File: config.mk
export PLATFORM = sky130hd
export DESIGN_NAME = lpp_mul_rnd
export DESIGN_NICKNAME = d
export VERILOG_FILES = /design/src/rtl/core/lpp_mul_rnd.sv
export SDC_FILE = /design/constraint.sdc
export NUM_CORES = 2
export LEC_CHECK = 0
export BUFFER_PORTS_ARGS = -buffer_cell sky130_fd_sc_hd__buf_2
export CORE_ASPECT_RATIO = 1.4
export CORE_MARGIN = 2
export CORE_UTILIZATION = 55
export DETAILED_ROUTE_END_ITERATION = 16
export PLACE_DENSITY = 0.77
export SLEW_MARGIN = 20
export SYNTH_ARGS = -nofsm -noshare
export SYNTH_HDL_FRONTEND = slang
export SYNTH_SLANG_ARGS = --single-unit
File: constraint.sdc
create_clock -name clock -period 10 [get_ports clock]
set_clock_uncertainty 0.15 [all_clocks]
set_input_delay 2 -clock clock [delete_from_list [all_inputs] [get_ports clock]]
set_output_delay 2 -clock clock [all_outputs]
set_load 0.005 [all_outputs]
File: src/rtl/core/lpp_mul_rnd.sv
// Two-stage fixed-point multiplier: registered 32x32 signed product, then
// registered round-to-nearest (ties up) shift by FRAC_BITS. No dependencies.
module lpp_mul_rnd #(
   parameter int FRAC_BITS = 16
) (
   input  logic                           clock,
   input  logic signed [31:0]             a,
   input  logic signed [31:0]             b,
   output logic signed [63-FRAC_BITS:0]   rnd
);

   localparam logic signed [63:0] HALF = 64'sd1 <<< (FRAC_BITS - 1);

   logic signed [63:0]           prod_ff;
   logic signed [63:0]           prod_in;
   logic signed [63:0]           biased;
   logic signed [63-FRAC_BITS:0] rnd_ff;
   logic signed [63-FRAC_BITS:0] rnd_in;

   assign prod_in = a * b;

   // The product lies within plus or minus 2^62, so adding one half cannot wrap.
   assign biased = prod_ff + HALF;
   assign rnd_in = biased[63:FRAC_BITS];

   always_ff @(posedge clock) begin
      prod_ff <= prod_in;
      rnd_ff  <= rnd_in;
   end

   assign rnd = rnd_ff;

endmodule

==> flow_results.org <==
** Status
- The flow ran to the end, and the final reports show no timing, DRC or antenna violations.

** Clock tree
- The clock tree synthesis step divided the H-tree into 3 levels.
- CTS tree :: built
- Hold buffers post-CTS :: 0
- Clock tree synthesis selected as its root buffer the cell sky130_fd_sc_hd__clkbuf_16.
- Clock latency on the worst-skew pair, taken at its later pin, is 0.34 ns.
- Post-CTS setup-driven buffer insertion count :: 0
- Post-cts gate resize count :: 0
- Clock Pin Slew Worst Setup and Hold Paths :: 0.06 ns
- Clock tree synthesis found a total of 97 sinks.
- In this run the deepest clock path goes through 2 buffers.
- Buffers inserted during clock tree synthesis total 9.

** Worst setup path
- Crit-path max cell delay :: 0.64 ns
- The worst setup path is launched from a primary input.
- The critical path is of the in2reg type.
- STA classifies the critical path endpoint as a register.
- Crit-path max FO :: 22
- Cell at the slowest stage of the critical path :: sky130_fd_sc_hd__fa_1
- Together, buffers and inverters on the worst path number 5.
- On the critical path the largest part of the delay comes from adder cells.
- Cells along the critical path :: buf_2 > buf_4 > nand2_1 > fa_1 > fa_1 > inv_1 > fa_1 > fa_1 > fa_1 > fa_1 > fa_1 > inv_1 > fa_1 > inv_1 > ha_1 > and3_1 > nand2_1 > or2_0 > or4_1 > a31oi_1 > o21ai_1 > and4b_1 > a311oi_1
- CP Data Required Time :: 10.07 ns
- Data arrives at the worst endpoint at 9.63 ns.
- Most used cell along the critical path :: sky130_fd_sc_hd__fa_1

** Die
- The die is 229 um wide.
- Once the floorplan was initialized, standard cells occupied 55.5% of the core.
- After floorplanning, the core was sized to cover 70,200 sq um.
- Die Y :: 319 um
- For this design the top-level I/O count stands at 113.
- The die covers 73,000 sq um.
- Row generation in the floorplan step produced 115 rows.

** Layout
- Highest-count cells in the layout ignoring fill and taps :: sky130_fd_sc_hd__fa_1 (1,081), sky130_fd_sc_hd__inv_1 (1,002), sky130_fd_sc_hd__nand2_1 (537)
- After filler insertion, the fill cell instance count of the layout stands at 6,103.
- Leaving out fill and tap cells, the most frequent cell in the layout is sky130_fd_sc_hd__fa_1.
- The final layout contains 5,467 nets.
- Fraction of final layout cells with drive strength greater than 1 :: 5.84%
- Core utilization of the finished layout :: 58.4%
- Compared with the post-synthesis result, the final layout area differs by 5.26%.

** Synthesis
- Synthesized instance count :: 4,126
- The synthesized netlist occupies a cell area of 39,000 sq um.
- Count of state elements after synthesis :: 97
- The synthesized netlist contains 69 unique library cells.
- Dividing the synthesized area by the synthesized cell count gives 9.45 sq um.
- For this run, the number of Yosys warnings is 0.
- Synthesized netlist net count :: 5,453
- For this run, asynchronously set or reset flops after synthesis account for 0%.
- After synthesis, flip-flops and latches occupy 4.98% of the total area.
- Commonest register cell after synthesis :: sky130_fd_sc_hd__dfxtp_1
- The synthesized design contains 0 enable-type register cells.

** Routing
- TritonRoute pass-1 iters :: 7
- Overall routed net length :: 103 mm
- Detailed-routing wirelength on met1 :: 32.3 mm
- The detail route stage leaves a number of antenna-violating nets equal to 0.
- Via count of the routed design :: 28,000
- After detailed routing, the number of remaining DRC violations is 0.
- Number of vias per cell :: 5.50
- After detailed routing, no signal wire sits above met4.
- Violation count after the first detailed-routing iteration :: 1,570
- Average routed wire per standard cell :: 20.3 um
- Met3 routed WL :: 4.58 mm
- Routed length on met2 :: 55.2 mm

** Timing
- In the final timing run, aggregate negative setup slack is 0 ns.
- Setup repair after global routing left no endpoint under its margin.
- Relative slew slack :: 47.3%
- For the pin with the worst max-slew slack, the measured transition is 0.790 ns.
- Number of endpoints with negative hold slack in the final report :: 0
- Max Slew Vio Count :: 0
- Min Tclk post-route :: 9.57 ns
- Maximum achievable frequency :: 105 MHz
- Final setup viols :: 0
- Share of the clock period used by the worst path :: 95.7%

** Placed design
- RD Place Congestion :: 0.923
- Port buffering added 112 buffers.
- Hpwl dp :: 88.7 mm

** Global route
- Number of global-route vias before repair :: 32,800
- Global routing used 30.3% of the available tracks.
- Summed over all layers, the global routing overflow is 0.
- Largest net degree at the start of global routing :: 33
- First-pass GRT wire length :: 170 mm
- Initial antenna violation count :: 7

** Hold path
- The min-delay analysis places its worst path in the category reg2reg.

** Job
- The tool flagged a number of max-cap violations equal to 0.
## stage by stage
stage                     std cells  instance area, sq um  hold WS (ns)  worst slack (ns)
final                          5087                 41000         0.307             0.435
after global routing           5083                 41000         0.325            0.0758
after CTS                      5080                 41000         0.305             0.544
after detailed placement       5065                 40700         0.296             0.206
after global placement         5065                 40700         0.295             0.290
after floorplan                4126                 39000         0.259             0.495
## worst paths after layout
path / endpoint / cells past startpoint / start / slack (ns)
worst max-delay path: prod_ff[62]$_DFF_P_ / 23 / a[22] / 0.43
worst min-delay path: rnd[47]$_DFF_P_ / 1 / prod_ff[63]$_DFF_P_ / 0.31
worst max register to register: rnd[45]$_DFF_P_ / 9 / prod_ff[22]$_DFF_P_ / 7.40
worst min register to register: rnd[47]$_DFF_P_ / 1 / prod_ff[63]$_DFF_P_ / 0.31
## sequential cells by signal, summed over array words and instances (netlist names)
name and count:
rnd 48, prod_ff 49
## worst register-to-register path: stages, from the launching register on
cell	delay (ns)
sky130_fd_sc_hd__dfxtp_1	0.43
sky130_fd_sc_hd__nand4_2	0.18
sky130_fd_sc_hd__or2_4	0.28
sky130_fd_sc_hd__nor2_4	0.13
sky130_fd_sc_hd__nand4_2	0.16
sky130_fd_sc_hd__nor4_2	0.40
sky130_fd_sc_hd__and2b_1	0.26
sky130_fd_sc_hd__nand4_2	0.19
sky130_fd_sc_hd__nor2_1	0.16
sky130_fd_sc_hd__xor2_1	0.18
## logic make-up after synthesis
logic type / Yosys count / synth area share (%)
and+or+nand+nor: 1242 / 16.2
DFF: 97 / 4.98
muxes: 1 / 0.0289
adders and majority gates: 1262 / 61.3
xor gates and xnor gates: 109 / 2.45
AOI/OAI and AO/OA: 205 / 3.36
buffers and inverters: 1210 / 11.7
## layout make-up
type / count / area, sq um / area share [%]
Multi-Input combinational cell: 2819 / 32500 / 79.2
Timing Repair Buffer: 210 / 1350 / 3.28
Clock buffer: 10 / 229 / 0.558
Antenna cell: 7 / 17.5 / 0.0427
Clock inverter: 5 / 63.8 / 0.156
Sequential cell: 97 / 1940 / 4.73
Inverter: 1003 / 3760 / 9.18
Tap cell: 936 / 1170 / 2.85
## cells in the mapped netlist (3+ instances only)
| master | n | area share, % |
|---|---|---|
| sky130_fd_sc_hd__fa_1 | 1081 | 56 |
| sky130_fd_sc_hd__inv_1 | 1002 | 9.7 |
| sky130_fd_sc_hd__nand2_1 | 537 | 5.2 |
| sky130_fd_sc_hd__and2_1 | 519 | 8.3 |
| sky130_fd_sc_hd__clkbuf_1 | 206 | 2.0 |
| sky130_fd_sc_hd__ha_1 | 181 | 5.8 |
| sky130_fd_sc_hd__dfxtp_1 | 97 | 5.0 |
| sky130_fd_sc_hd__xnor2_1 | 79 | 1.8 |
| sky130_fd_sc_hd__nor2_1 | 66 | 0.64 |
| sky130_fd_sc_hd__a21oi_1 | 65 | 0.83 |
| sky130_fd_sc_hd__a21o_1 | 32 | 0.62 |
| sky130_fd_sc_hd__xor2_1 | 30 | 0.67 |
| sky130_fd_sc_hd__nand3_1 | 29 | 0.37 |
| sky130_fd_sc_hd__o21ai_0 | 24 | 0.31 |
| sky130_fd_sc_hd__nand4_1 | 23 | 0.37 |
| sky130_fd_sc_hd__nor3_1 | 14 | 0.18 |
| sky130_fd_sc_hd__o21bai_1 | 13 | 0.25 |
| sky130_fd_sc_hd__and3_1 | 12 | 0.19 |
| sky130_fd_sc_hd__o21ai_1 | 12 | 0.15 |
| sky130_fd_sc_hd__a31oi_1 | 11 | 0.18 |
| sky130_fd_sc_hd__nand2b_1 | 11 | 0.18 |
| sky130_fd_sc_hd__o21a_1 | 6 | 0.12 |
| sky130_fd_sc_hd__a211oi_1 | 5 | 0.096 |
| sky130_fd_sc_hd__and4_1 | 4 | 0.090 |
| sky130_fd_sc_hd__o211ai_1 | 4 | 0.077 |
| sky130_fd_sc_hd__a221oi_1 | 3 | 0.067 |
| sky130_fd_sc_hd__a311oi_1 | 3 | 0.067 |
| sky130_fd_sc_hd__nand4_2 | 3 | 0.096 |
| sky130_fd_sc_hd__o22ai_1 | 3 | 0.048 |
| sky130_fd_sc_hd__or2_1 | 3 | 0.048 |
## layer usage
| layer | track usage, % | vias to the layer above |
|---|---|---|
| met5 | 0 | - |
| met4 | 26.6 | 0 |
| met3 | 2.74 | 505 |
| met2 | 55.6 | 1053 |
| met1 | 30.5 | 14600 |
| li1 | - | 11800 |
Power is left out: the tool's default activity adds up to more than one toggle a clock period on the data nets, which glitch-free logic cannot reach.
